### config.mk
export PLATFORM = sky130hd
export DESIGN_NAME = xpbm_ctrl
export DESIGN_NICKNAME = d
export VERILOG_FILES = /design/src/rtl/xpbm_pkg.sv /design/src/rtl/xpbm_ctrl.sv
export SDC_FILE = /design/constraint.sdc
export NUM_CORES = 1
export LEC_CHECK = 0
export ABC_AREA = 0
export BUFFER_PORTS_ARGS = -buffer_cell sky130_fd_sc_hd__buf_2
export CAP_MARGIN = 0
export CORE_MARGIN = 4
export CORE_UTILIZATION = 49
export DETAILED_ROUTE_END_ITERATION = 12
export GPL_TIMING_DRIVEN = 1
export PLACE_DENSITY_LB_ADDON = 0.2
export RECOVER_POWER = 50
export SKIP_LAST_GASP = 1
export SLEW_MARGIN = 20
export SYNTH_ARGS = -nofsm -noshare
export SYNTH_HDL_FRONTEND = slang
export SYNTH_SLANG_ARGS = --single-unit
### constraint.sdc
create_clock -name i_clk -period 1.9 [get_ports i_clk]
set_input_delay 0.19 -clock i_clk [delete_from_list [all_inputs] [get_ports i_clk]]
set_output_delay 0.19 -clock i_clk [all_outputs]
set_load 0.02 [all_outputs]
### src/rtl/xpbm_pkg.sv
package xpbm_pkg;

    // Widths of the payload fields
    localparam int CMD_W    = 2;
    localparam int VEC_W    = 3;
    localparam int WIDX_W   = 4;
    localparam int WORD_W   = 32;
    localparam int DOT_W    = 11;

    // Configuration register widths and indexes
    localparam int CFG_IDX_W   = 2;
    localparam int CFG_DATA_W  = 5;
    localparam int ROWS_REG_W  = 4;
    localparam int COLS_REG_W  = 4;
    localparam int WORDS_REG_W = 5;

    localparam logic [CFG_IDX_W-1:0] CFG_ROWS  = 2'd0;
    localparam logic [CFG_IDX_W-1:0] CFG_COLS  = 2'd1;
    localparam logic [CFG_IDX_W-1:0] CFG_WORDS = 2'd2;

    localparam logic [ROWS_REG_W-1:0]  ROWS_RESET  = 4'd8;
    localparam logic [COLS_REG_W-1:0]  COLS_RESET  = 4'd8;
    localparam logic [WORDS_REG_W-1:0] WORDS_RESET = 5'd16;

    // Command codes
    localparam logic [CMD_W-1:0] CMD_WR_A    = 2'd0;
    localparam logic [CMD_W-1:0] CMD_WR_B    = 2'd1;
    localparam logic [CMD_W-1:0] CMD_COMPUTE = 2'd2;

    // At most this many results per compute run
    localparam int RESULT_CAP = 64;
    localparam int CNT_W      = 7;

    localparam int BITS_PER_WORD = 32;
    localparam int DOT_MAX = 1023;
    localparam int DOT_MIN = -1024;

    // Index widths carried between controller and datapath, sized for the
    // largest supported store geometry
    localparam int ROW_IDX_W  = 6;
    localparam int COL_IDX_W  = 6;
    localparam int WORD_IDX_W = 8;
    localparam int NWORDS_W   = 9;

    typedef struct packed {
        logic [CMD_W-1:0]  cmd;
        logic [VEC_W-1:0]  vector_index;
        logic [WIDX_W-1:0] word_index;
        logic [WORD_W-1:0] word_value;
    } t_in_item;

    typedef struct packed {
        logic signed [DOT_W-1:0] dot_value;
        logic [VEC_W-1:0]        result_row;
        logic [VEC_W-1:0]        result_col;
        logic                    last;
    } t_out_item;

    typedef enum logic [1:0] {
        S_IDLE,
        S_READ,
        S_WAIT,
        S_EMIT
    } t_state;

    typedef struct packed {
        logic                  wr_a;
        logic                  wr_b;
        logic                  rd_en;
        logic                  acc_clr;
        logic                  emit;
        logic                  last;
        logic [ROW_IDX_W-1:0]  row;
        logic [COL_IDX_W-1:0]  col;
        logic [WORD_IDX_W-1:0] word;
        logic [NWORDS_W-1:0]   nwords;
    } t_dp_cmd;

    typedef struct packed {
        logic out_free;
    } t_dp_sts;

endpackage

### src/rtl/xpbm_ctrl.sv
module xpbm_ctrl
    import xpbm_pkg::*;
#(
    parameter int MAX_ROWS  = 8,
    parameter int MAX_COLS  = 8,
    parameter int MAX_WORDS = 16
) (
    input  logic                  i_clk,
    input  logic                  i_rst_n,
    input  logic                  i_in_valid,
    input  logic [CMD_W-1:0]      i_cmd,
    output logic                  o_in_ready,
    input  logic                  i_cfg_we,
    input  logic [CFG_IDX_W-1:0]  i_cfg_index,
    input  logic [CFG_DATA_W-1:0] i_cfg_data,
    input  t_dp_sts               i_sts,
    output t_dp_cmd               o_cmd
);

    localparam int RW  = (MAX_ROWS  > 1) ? $clog2(MAX_ROWS)  : 1;
    localparam int CW  = (MAX_COLS  > 1) ? $clog2(MAX_COLS)  : 1;
    localparam int WW  = (MAX_WORDS > 1) ? $clog2(MAX_WORDS) : 1;
    localparam int NRW = $clog2(MAX_ROWS + 1);
    localparam int NCW = $clog2(MAX_COLS + 1);
    localparam int NWW = $clog2(MAX_WORDS + 1);

    t_state r_state, n_state;
    logic [ROWS_REG_W-1:0]  r_rows;
    logic [COLS_REG_W-1:0]  r_cols;
    logic [WORDS_REG_W-1:0] r_words;
    logic [RW-1:0]    r_row, n_row;
    logic [CW-1:0]    r_col, n_col;
    logic [WW-1:0]    r_word, n_word;
    logic [CNT_W-1:0] r_count, n_count;

    logic [NRW-1:0] nr;
    logic [NCW-1:0] nc;
    logic [NWW-1:0] nw;
    logic last_row, last_col, last_word, last_res;

    // Register values above the store geometry saturate
    assign nr = (32'(r_rows)  > MAX_ROWS)  ? NRW'(MAX_ROWS)  : NRW'(r_rows);
    assign nc = (32'(r_cols)  > MAX_COLS)  ? NCW'(MAX_COLS)  : NCW'(r_cols);
    assign nw = (32'(r_words) > MAX_WORDS) ? NWW'(MAX_WORDS) : NWW'(r_words);

    assign last_row  = (32'(r_row)  + 1) == 32'(nr);
    assign last_col  = (32'(r_col)  + 1) == 32'(nc);
    assign last_word = (32'(r_word) + 1) == 32'(nw);
    assign last_res  = (last_row && last_col) || (32'(r_count) == RESULT_CAP - 1);

    always_ff @(posedge i_clk) begin
        if (!i_rst_n) begin
            r_rows  <= ROWS_RESET;
            r_cols  <= COLS_RESET;
            r_words <= WORDS_RESET;
        end else if (i_cfg_we) begin
            unique case (i_cfg_index)
                CFG_ROWS:  r_rows  <= i_cfg_data[ROWS_REG_W-1:0];
                CFG_COLS:  r_cols  <= i_cfg_data[COLS_REG_W-1:0];
                CFG_WORDS: r_words <= i_cfg_data[WORDS_REG_W-1:0];
                default: ;
            endcase
        end
    end

    always_ff @(posedge i_clk) begin
        if (!i_rst_n) begin
            r_state <= S_IDLE;
            r_row   <= '0;
            r_col   <= '0;
            r_word  <= '0;
            r_count <= '0;
        end else begin
            r_state <= n_state;
            r_row   <= n_row;
            r_col   <= n_col;
            r_word  <= n_word;
            r_count <= n_count;
        end
    end

    always_comb begin
        n_state = r_state;
        n_row   = r_row;
        n_col   = r_col;
        n_word  = r_word;
        n_count = r_count;
        o_in_ready = 1'b0;

        o_cmd         = '0;
        o_cmd.row     = ROW_IDX_W'(r_row);
        o_cmd.col     = COL_IDX_W'(r_col);
        o_cmd.word    = WORD_IDX_W'(r_word);
        o_cmd.nwords  = NWORDS_W'(nw);
        o_cmd.last    = last_res;

        unique case (r_state)
            S_IDLE: begin
                o_in_ready = 1'b1;
                if (i_in_valid) begin
                    unique case (i_cmd)
                        CMD_WR_A: o_cmd.wr_a = 1'b1;
                        CMD_WR_B: o_cmd.wr_b = 1'b1;
                        CMD_COMPUTE: begin
                            if (nr != '0 && nc != '0) begin
                                o_cmd.acc_clr = 1'b1;
                                n_row   = '0;
                                n_col   = '0;
                                n_word  = '0;
                                n_count = '0;
                                n_state = (nw == '0) ? S_EMIT : S_READ;
                            end
                        end
                        default: ;
                    endcase
                end
            end
            S_READ: begin
                o_cmd.rd_en = 1'b1;
                if (last_word) begin
                    n_word  = '0;
                    n_state = S_WAIT;
                end else begin
                    n_word = r_word + 1'b1;
                end
            end
            // last word's popcount lands in the accumulator here
            S_WAIT: n_state = S_EMIT;
            S_EMIT: begin
                if (i_sts.out_free) begin
                    o_cmd.emit    = 1'b1;
                    o_cmd.acc_clr = 1'b1;
                    if (last_res) begin
                        n_state = S_IDLE;
                    end else begin
                        n_count = r_count + 1'b1;
                        if (last_col) begin
                            n_col = '0;
                            n_row = r_row + 1'b1;
                        end else begin
                            n_col = r_col + 1'b1;
                        end
                        n_state = (nw == '0) ? S_EMIT : S_READ;
                    end
                end
            end
            default: n_state = S_IDLE;
        endcase
    end

    a_emit_free: assert property (@(posedge i_clk) disable iff (!i_rst_n)
        o_cmd.emit |-> i_sts.out_free)
        else $error("result loaded while output register busy");

    a_last_done: assert property (@(posedge i_clk) disable iff (!i_rst_n)
        (o_cmd.emit && o_cmd.last) |=> (r_state == S_IDLE))
        else $error("run continued after last result");

    a_count_cap: assert property (@(posedge i_clk) disable iff (!i_rst_n)
        32'(r_count) < RESULT_CAP)
        else $error("result count beyond cap");

    a_rd_range: assert property (@(posedge i_clk) disable iff (!i_rst_n)
        o_cmd.rd_en |-> (32'(r_word) < 32'(nw)))
        else $error("word read beyond words in use");

endmodule

# Word level (Yosys, flattened, before mapping)
# Index checks and enable logic that the tools add are counted.
totals:
  register_bits: 32
  wordCells: 99
  inputBits: 14
op_classes:
  n_reduce_logical: 18
  n_addsub: 7
  n_lt_le_gt_ge: 3
  mux: 45
  n_eq_ne: 18
op_table:
  columns: ["op", "count"]
  rows:
  - ["$mux 7", 5]
  - ["$mux 3", 9]
  - ["$mux 4", 6]
  - ["$mux 2", 10]
  - ["$pmux 7 s2", 1]
  - ["$ne 2x2->1 const B", 6]
  - ["$pmux 3 s2", 2]
  - ["$add 3x1->4 const B", 2]
  - ["$eq 2x2->1 const B", 4]
  - ["$eq 4x4->1", 2]
  - ["$gt 4x4->1 const B", 2]
  - ["$mux 1", 8]
  - ["$pmux 2 s4", 1]
  - ["$pmux 4 s2", 1]
  - ["$reduce_bool 4->1", 2]
  - ["$add 7x1->7 const B", 1]
  - ["$eq 7x6->1 const B", 1]
  - ["$reduce_and 7->1", 1]
  - ["$add 3x1->3 const B", 2]
  - ["$eq 2x1->1 const B", 3]
  - ["$logic_not 2->1", 3]
  - ["$reduce_and 2->1", 3]
  - ["$reduce_and 6->1", 1]
  - ["$add 4x1->5 const B", 1]
  - ["other kinds (12)", 14]

# Logic depth before layout (Yosys ltp)
# Gate-level depths: netlist (run 1).
depth:
  depth_word: 8
  mapped_depth: 9
  ltp_nobuf: 7

# Least setup slack after synthesis (run 1)
# No wires, ideal clock.
synth_timing:
  path_kind: "reg2reg"
  from: "reg r_col[0]"
  to: "reg r_col[1]"
  synth_period_minus_slack_ns: 2.126
  arrival_ns: 2.004
  n_path_buf: 1
  t_required_ns: 1.778
  stages_incl_launch_ff: 9
  slack_ns: -0.226
  setup_time_ns: 0.122
  cell_sequence: "dfxtp_1 > ha_1 > xor2_1 > or4_1 > o211ai_2 > a31oi_2 > buf_4 > o211ai_1 > o21ai_1"
synth_between:
  elab_chain_len: 6
synth_rtl:
  columns: ["item", "line_no", "source"]
  rows:
  - ["start: declaration", "xpbm_ctrl.sv:32", "logic [CW-1:0] r_col, n_col;"]
  - ["start signal: assignment", "xpbm_ctrl.sv:76", "r_col <= n_col;"]
  - ["$add 3x1->4", "xpbm_ctrl.sv:47", "assign last_col = (32'(r_col) + 1) == 32'(nc);"]
  - ["$eq 4x4->1", "xpbm_ctrl.sv:47", null]
  - ["$mux 3 / $logic_and 1x1->1 (equally long branches)", "xpbm_ctrl.sv:137, xpbm_ctrl.sv:49", null]
  - ["$mux 3 / $logic_or 1x1->1 (equally long branches)", "xpbm_ctrl.sv:133, xpbm_ctrl.sv:49", null]
  - ["$mux 3 / $ne 2x2->1 (equally long branches)", null, null]
  - ["$pmux 3 s2 / $reduce_and 6->1 (equally long branches)", null, null]
# Several ways; a longest one is shown, not always the timed one. The select of a mux whose other input is x is not followed.
# A chain may end at the register's enable or synchronous reset.

==> flow_metrics.env, run 1 <==
export IMPL_post_drt_wl_per_cell_um=14.5
export IMPL_drtIter0Drc=92
export IMPL_dr_total_vias=2133
export IMPL_placed_cells=376
export IMPL_final_cell_mix="50 x buf_4, 29 x buf_2, 22 x dfxtp_1"
export IMPL_ys_flop_type="dfxtp_1"
export IMPL_finalHoldViolCount=0
export IMPL_gp_congestion=0.806
export IMPL_grt_use_total_pct=20.7
export IMPL_nets=364
export IMPL_hold_path_class="in2reg"
export IMPL_timing_hold_ws_ns=0.109
export IMPL_setup_ws_ns=-0.253
export IMPL_setup_violations_final=17
export IMPL_drt_total_wl_um=5690
export IMPL_violations="setup timing"
export IMPL_end_kind="primary output"
export IMPL_cp_start_kind="flop"
export IMPL_syn_inst=253
export IMPL_ys_async_sr_fraction_pct=0
export IMPL_worst_r2r_startpoint="r_col[1]$_SDFFE_PN0P_"
export IMPL_clock_latency_ns=0.29
export IMPL_crit_type="reg2out"
export IMPL_synth_area_um2=2150
export IMPL_h_tree_depth=2
export IMPL_dieHeight_um=74.3
export IMPL_period_share_pct=113
export IMPL_path_cells="ha_4 -> nand2_1 -> or4_4 -> o211ai_4 -> buf_6 -> nand3_4 -> o31ai_2 -> buf_4"
export IMPL_crit_path_max_fanout=2
export IMPL_clockBufferDepth=2
export IMPL_start_util_pct=52.3
export IMPL_drive_above_1_share_pct=40.2
export IMPL_viasPerCell=5.43
export IMPL_fp_dieArea_um2=5520
export IMPL_whs_path_depth=3
export IMPL_r2r_cells=9
export IMPL_worstPathRequired_ns=1.71
export IMPL_rrSetupSlack_ns=-0.24
export IMPL_power_leakage_nw=1.37
export IMPL_antenna_found_initial=0
export IMPL_drt_pass1_iter_count=4
export IMPL_mostFrequentLayoutCell="buf_4"
export IMPL_dp_hpwl_um=4000
export IMPL_final_cell_count_no_fill=393
export IMPL_cts_reportedPaths_clkPinSlew_ns=0.07
export IMPL_ant_nets=0
export IMPL_holdPathEnd="r_words[4]$_SDFFE_PN1P_"
export IMPL_post_route_drc_count=0
export IMPL_grt_pass1_wl_um=8800
export IMPL_ys_seq_elements=32
export IMPL_port_buffers=35
export IMPL_finClkSkew_ns=0.00801
export IMPL_grt_start_max_net_pins=18
export IMPL_slowest_stage="or4_4"
export IMPL_die_width_um=74.3
export IMPL_core_area_um2=4120
export IMPL_cp_arrival_ns=1.96
export IMPL_cts_tree="built"
export IMPL_peakVddDrop_mv=0.391
export IMPL_area_delta_synth_final_pct=40.3
export IMPL_rr_endpoint="r_row[1]$_SDFFE_PN0P_"
export IMPL_max_freq_ghz=0.464
export IMPL_seq_area_frac_synth_pct=29.8
export IMPL_rsz0062_at_grt="yes"
export IMPL_synth_edf_count=0
export IMPL_cpPeakStageDelay_ns=0.49
export IMPL_yosysWarnings=0
export IMPL_setup_tns_ns=-3.01
export IMPL_diodes=0
export IMPL_slew_viol_final=0
export IMPL_syn_area_per_cell_um2=8.51
export IMPL_holdBufCountCts=0
export IMPL_drv_cap=0
export IMPL_cts_root_buf="clkbuf_8"
export IMPL_cts_num_sinks=32
export IMPL_synth_cell_type_count=59
export IMPL_min_period_ns=2.15
export IMPL_place_ws_ns=-0.0761
export IMPL_min_from="i_cfg_data[4]"
export IMPL_numCtsBuffers=5
export IMPL_num_rows=23
export IMPL_grt_overflow=0
export IMPL_grt_pass1_vias=1928
export IMPL_p_per_area_nw_per_um2=790
export IMPL_status="finished with violations"
export IMPL_pin_count=50
cells by family (layout without fill, tap and decap cells):
group | count (synthesis) | after routing | share of synthesized area (%)
flip-flops | 32 | 32 | 29.8
adder cells (fa/ha/maj) | 8 | 8 | 4.65
AND/OR/NAND/NOR | 106 | 106 | 27.3
other | 1 | 14 | 0.174
buffers and inverters | 30 | 107 | 8.02
multiplexers | 17 | 17 | 7.96
AO/OA/AOI/OAI | 50 | 50 | 18.5
XOR/XNOR | 9 | 9 | 3.66
flip-flops by register name (all words and copies together), names as in the netlist:
name     count
r_rows       4
r_count      7
r_words      5
r_state      2
r_col        3
r_row        3
r_word       4
r_cols       4
per-stage QoR:
stage                     total power (W)  util [%]  instance area, um2
after floorplan                   0.00137         -                2250
after global placement            0.00165      65.5                2700
after detailed placement          0.00167      65.5                2700
after CTS                         0.00237      70.4                2900
after global routing              0.00253      73.4                3020
final                             0.00238      73.4                3020
synth_stat cells, types with 4 or more instances:
cell / count / area, um2
a21oi_1: 7 / 35.0
buf_4: 16 / 120
clkbuf_1: 7 / 26.3
dfxtp_1: 32 / 641
ha_1: 8 / 100
inv_1: 6 / 22.5
mux2i_1: 16 / 160
nand2_1: 21 / 78.8
nand2b_1: 5 / 31.3
nand3_1: 13 / 65.1
nand3b_1: 7 / 52.6
nand4_1: 4 / 25.0
nor2_1: 19 / 71.3
nor2b_1: 8 / 50.1
nor3_1: 6 / 30.0
nor3b_1: 4 / 30.0
o211ai_1: 4 / 30.0
o21ai_1: 5 / 25.0
xnor2_1: 7 / 61.3
worst max-delay path, delay by kind of cell (launching register included):
family | cells | cell delay, ns
AO/OA/AOI/OAI | 2 | 0.15
adder cells (fa/ha/maj) | 1 | 0.26
buffers and inverters | 2 | 0.30
flip-flops | 1 | 0.35
AND/OR/NAND/NOR | 3 | 0.61
layer usage:
layer	vias to the layer above	global-route usage [%]	share of wire [%]
li1	1067	-	-
met1	991	27.1	45
met2	65	32.5	47
met3	10	5.27	6.1
met4	0	8.70	2.1
met5	-	0	0
worst max-delay path by stage:
stage,start,end,slack [ns],depth (start not counted)
3_3_place_gp,r_col[1]$_SDFFE_PN0P_,r_row[0]$_SDFFE_PN0P_,-0.04,8
5_1_grt,r_row[0]$_SDFFE_PN0P_,o_cmd[29],-0.34,8
6_report,r_col[1]$_SDFFE_PN0P_,o_cmd[29],-0.25,8
2_1_floorplan,r_col[0]$_SDFFE_PN0P_,r_col[1]$_SDFFE_PN0P_,-0.04,8
3_5_place_dp,r_col[1]$_SDFFE_PN0P_,r_row[0]$_SDFFE_PN0P_,-0.08,8
4_1_cts,r_col[1]$_SDFFE_PN0P_,o_cmd[29],-0.30,8
timing repair:
item	CTS	global route
setup buffers	7	2
hold endpoints to repair	0	0
gates resized for setup	8	26
pin swaps	5	5
endpoints found under the setup margin	17	20
cloned	0	0
power by group:
group / internal, W / total [W] / switching [W] / leakage, nW
logic: 0.000454 / 0.000970 / 0.000516 / 1.05
registers: 0.000708 / 0.000747 / 0.0000391 / 0.265
clock network: 0.000389 / 0.000667 / 0.000278 / 0.0585
cell type report:
class / count / area (um2)
clock buffers: 5 / 68.8
multi-input cells: 204 / 1540
inverters: 7 / 26.3
clock inverters: 3 / 41.3
flip-flops and latches: 32 / 658
fillers: 325 / 1100
well taps: 50 / 62.6
repair buffers: 92 / 618
Note: power is estimated with default switching activity, not from simulation.
==> run 2: changes to the inputs <==
--- a/config.mk
+++ b/config.mk
@@ -12,7 +12,7 @@
 export CORE_UTILIZATION = 49
 export DETAILED_ROUTE_END_ITERATION = 12
 export GPL_TIMING_DRIVEN = 1
-export PLACE_DENSITY_LB_ADDON = 0.2
+export PLACE_DENSITY = 0.77
 export RECOVER_POWER = 50
 export SKIP_LAST_GASP = 1
 export SLEW_MARGIN = 20
==> run 2 against run 1 <==
The flow still finishes with violations (setup timing). Core utilization down 3.3 points. Flip-flop and latch count unchanged. Hold slack better by 0.012 ns. Wire length down 3.9%. Setup slack worse by 0.0089 ns. Critical path type unchanged. Critical endpoint unchanged.
==> flow_metrics.env, run 2 (synthesis results as in run 1) <==
export IMPL_setup_ws_ns=-0.262
export IMPL_viasPerCell=5.41
export IMPL_regMostFlops="r_count"
export IMPL_cts_num_sinks=32
export IMPL_drv_cap=0
export IMPL_switching_share_pct=36.1
export IMPL_gp_congestion=0.808
export IMPL_p_clk_share_pct=23.1
export IMPL_p_per_area_nw_per_um2=770
export IMPL_peakVddDrop_mv=0.333
export IMPL_num_rows=23
export IMPL_core_area_um2=4120
export IMPL_dieHeight_um=74.3
export IMPL_end_kind="primary output"
export IMPL_status="finished with violations"
export IMPL_grt_overflow=0
export IMPL_clockBufferDepth=2
export IMPL_diodes=0
export IMPL_worstPathRequired_ns=1.71
export IMPL_report_power_total_w=0.00222
export IMPL_grt_pass1_wl_um=8810
export IMPL_rsz0062_at_grt="yes"
export IMPL_slew_viol_final=0
export IMPL_max_freq_ghz=0.462
export IMPL_finClkSkew_ns=0.00771
export IMPL_die_width_um=74.3
export IMPL_clock_latency_ns=0.29
export IMPL_p_seq_share_pct=33.5
export IMPL_reg_largest_list="r_count x7, r_words x5"
export IMPL_cts_reportedPaths_clkPinSlew_ns=0.07
export IMPL_grt_pass1_vias=2038
export IMPL_grt_use_total_pct=20.5
export IMPL_crit_path_max_fanout=2
export IMPL_r2r_cells=9
export IMPL_dr_total_vias=2101
export IMPL_crit_type="reg2out"
export IMPL_area_delta_synth_final_pct=34.1
export IMPL_largest_register_ffs=7
export IMPL_holdBufCountCts=0
export IMPL_cts_tree="built"
export IMPL_cts_root_buf="clkbuf_8"
export IMPL_period_share_pct=114
export IMPL_h_tree_depth=2
export IMPL_fp_dieArea_um2=5520
export IMPL_mostFrequentLayoutCell="buf_4"
export IMPL_post_route_drc_count=0
export IMPL_drt_total_wl_um=5470
export IMPL_dp_hpwl_um=4100
export IMPL_p_int_w=0.00142
export IMPL_drt_pass1_iter_count=4
export IMPL_drive_above_1_share_pct=37.0
export IMPL_min_period_ns=2.16
export IMPL_pin_count=50
export IMPL_nets=359
export IMPL_post_drt_wl_per_cell_um=14.1
export IMPL_port_buffers=35
export IMPL_ant_nets=0
export IMPL_drtIter0Drc=113
export IMPL_grt_start_max_net_pins=18
export IMPL_hold_path_class="in2reg"
export IMPL_whs_path_depth=3
export IMPL_antenna_found_initial=0
export IMPL_setup_tns_ns=-2.28
export IMPL_cp_start_kind="flop"
export IMPL_setup_violations_final=16
export IMPL_final_util_pct=70.1
export IMPL_final_cell_mix="50 x buf_4, 27 x buf_2, 24 x dfxtp_1"
export IMPL_finalHoldViolCount=0
export IMPL_power_leakage_nw=1.34
export IMPL_start_util_pct=52.3
export IMPL_cp_arrival_ns=1.97
export IMPL_violations="setup timing"
export IMPL_numCtsBuffers=5
export IMPL_comb_power_share_pct=43.4
export IMPL_p_sw_w=0.000802
export IMPL_timing_hold_ws_ns=0.121
-- run 2: layer usage --
layer | global-route usage [%] | vias to the layer above | part of all wire [%]
li1 | - | 1055 | -
met1 | 25.5 | 990 | 42
met2 | 35.8 | 47 | 52
met3 | 4.19 | 9 | 4.7
met4 | 5.73 | 0 | 1.4
met5 | 0 | - | 0
-- run 2: critical path, stage by stage (launching register included) --
cell	delay [ns]
dfxtp_4	0.35
ha_4	0.26
nand2_1	0.05
or4_4	0.48
o211ai_2	0.09
buf_4	0.15
nand3_2	0.06
o31ai_2	0.06
buf_4	0.17
-- run 2: timing repair --
item,CTS,global route
setup buffers,6,1
setup endpoints to repair,18,20
resized for setup,7,15
pin swaps,5,9
-- run 2: layout make-up --
| cell class | instances | area [um2] |
|---|---|---|
| inverters | 7 | 26.3 |
| multi-input cells | 204 | 1500 |
| clock buffers | 7 | 76.3 |
| fillers | 340 | 1230 |
| clock inverters | 1 | 5.00 |
| repair buffers | 87 | 563 |
| flip-flops and latches | 32 | 656 |
| well taps | 50 | 62.6 |
-- run 2: per-stage QoR --
stage | instances | area [um2] | setup WS [ns]
final | 388 | 2890 | -0.262
after global routing | 388 | 2890 | -0.325
after CTS | 387 | 2840 | -0.309
after detailed placement | 375 | 2690 | -0.133
after global placement | 375 | 2690 | -0.0972
after floorplan | 266 | 2250 | -0.0401
-- run 2: final timing paths --
path,from,end,slack [ns]
worst max-delay path,r_col[0]$_SDFFE_PN0P_,o_cmd[29],-0.26
worst min-delay path,i_cfg_data[4],r_words[4]$_SDFFE_PN1P_,0.12
worst max register to register,r_col[0]$_SDFFE_PN0P_,r_row[0]$_SDFFE_PN0P_,-0.22
worst min register to register,r_count[1]$_SDFFE_PN0P_,r_count[1]$_SDFFE_PN0P_,0.47
-- run 2: power groups by stage --
stage / registers (W) / clock network, W / logic, W
after floorplan: 0.000764 / 0 / 0.000603
after global placement: 0.000757 / 0 / 0.000903
after detailed placement: 0.000756 / 0 / 0.000922
after CTS: 0.000742 / 0.000527 / 0.000941
after global routing: 0.000753 / 0.000560 / 0.00106
final: 0.000745 / 0.000513 / 0.000963
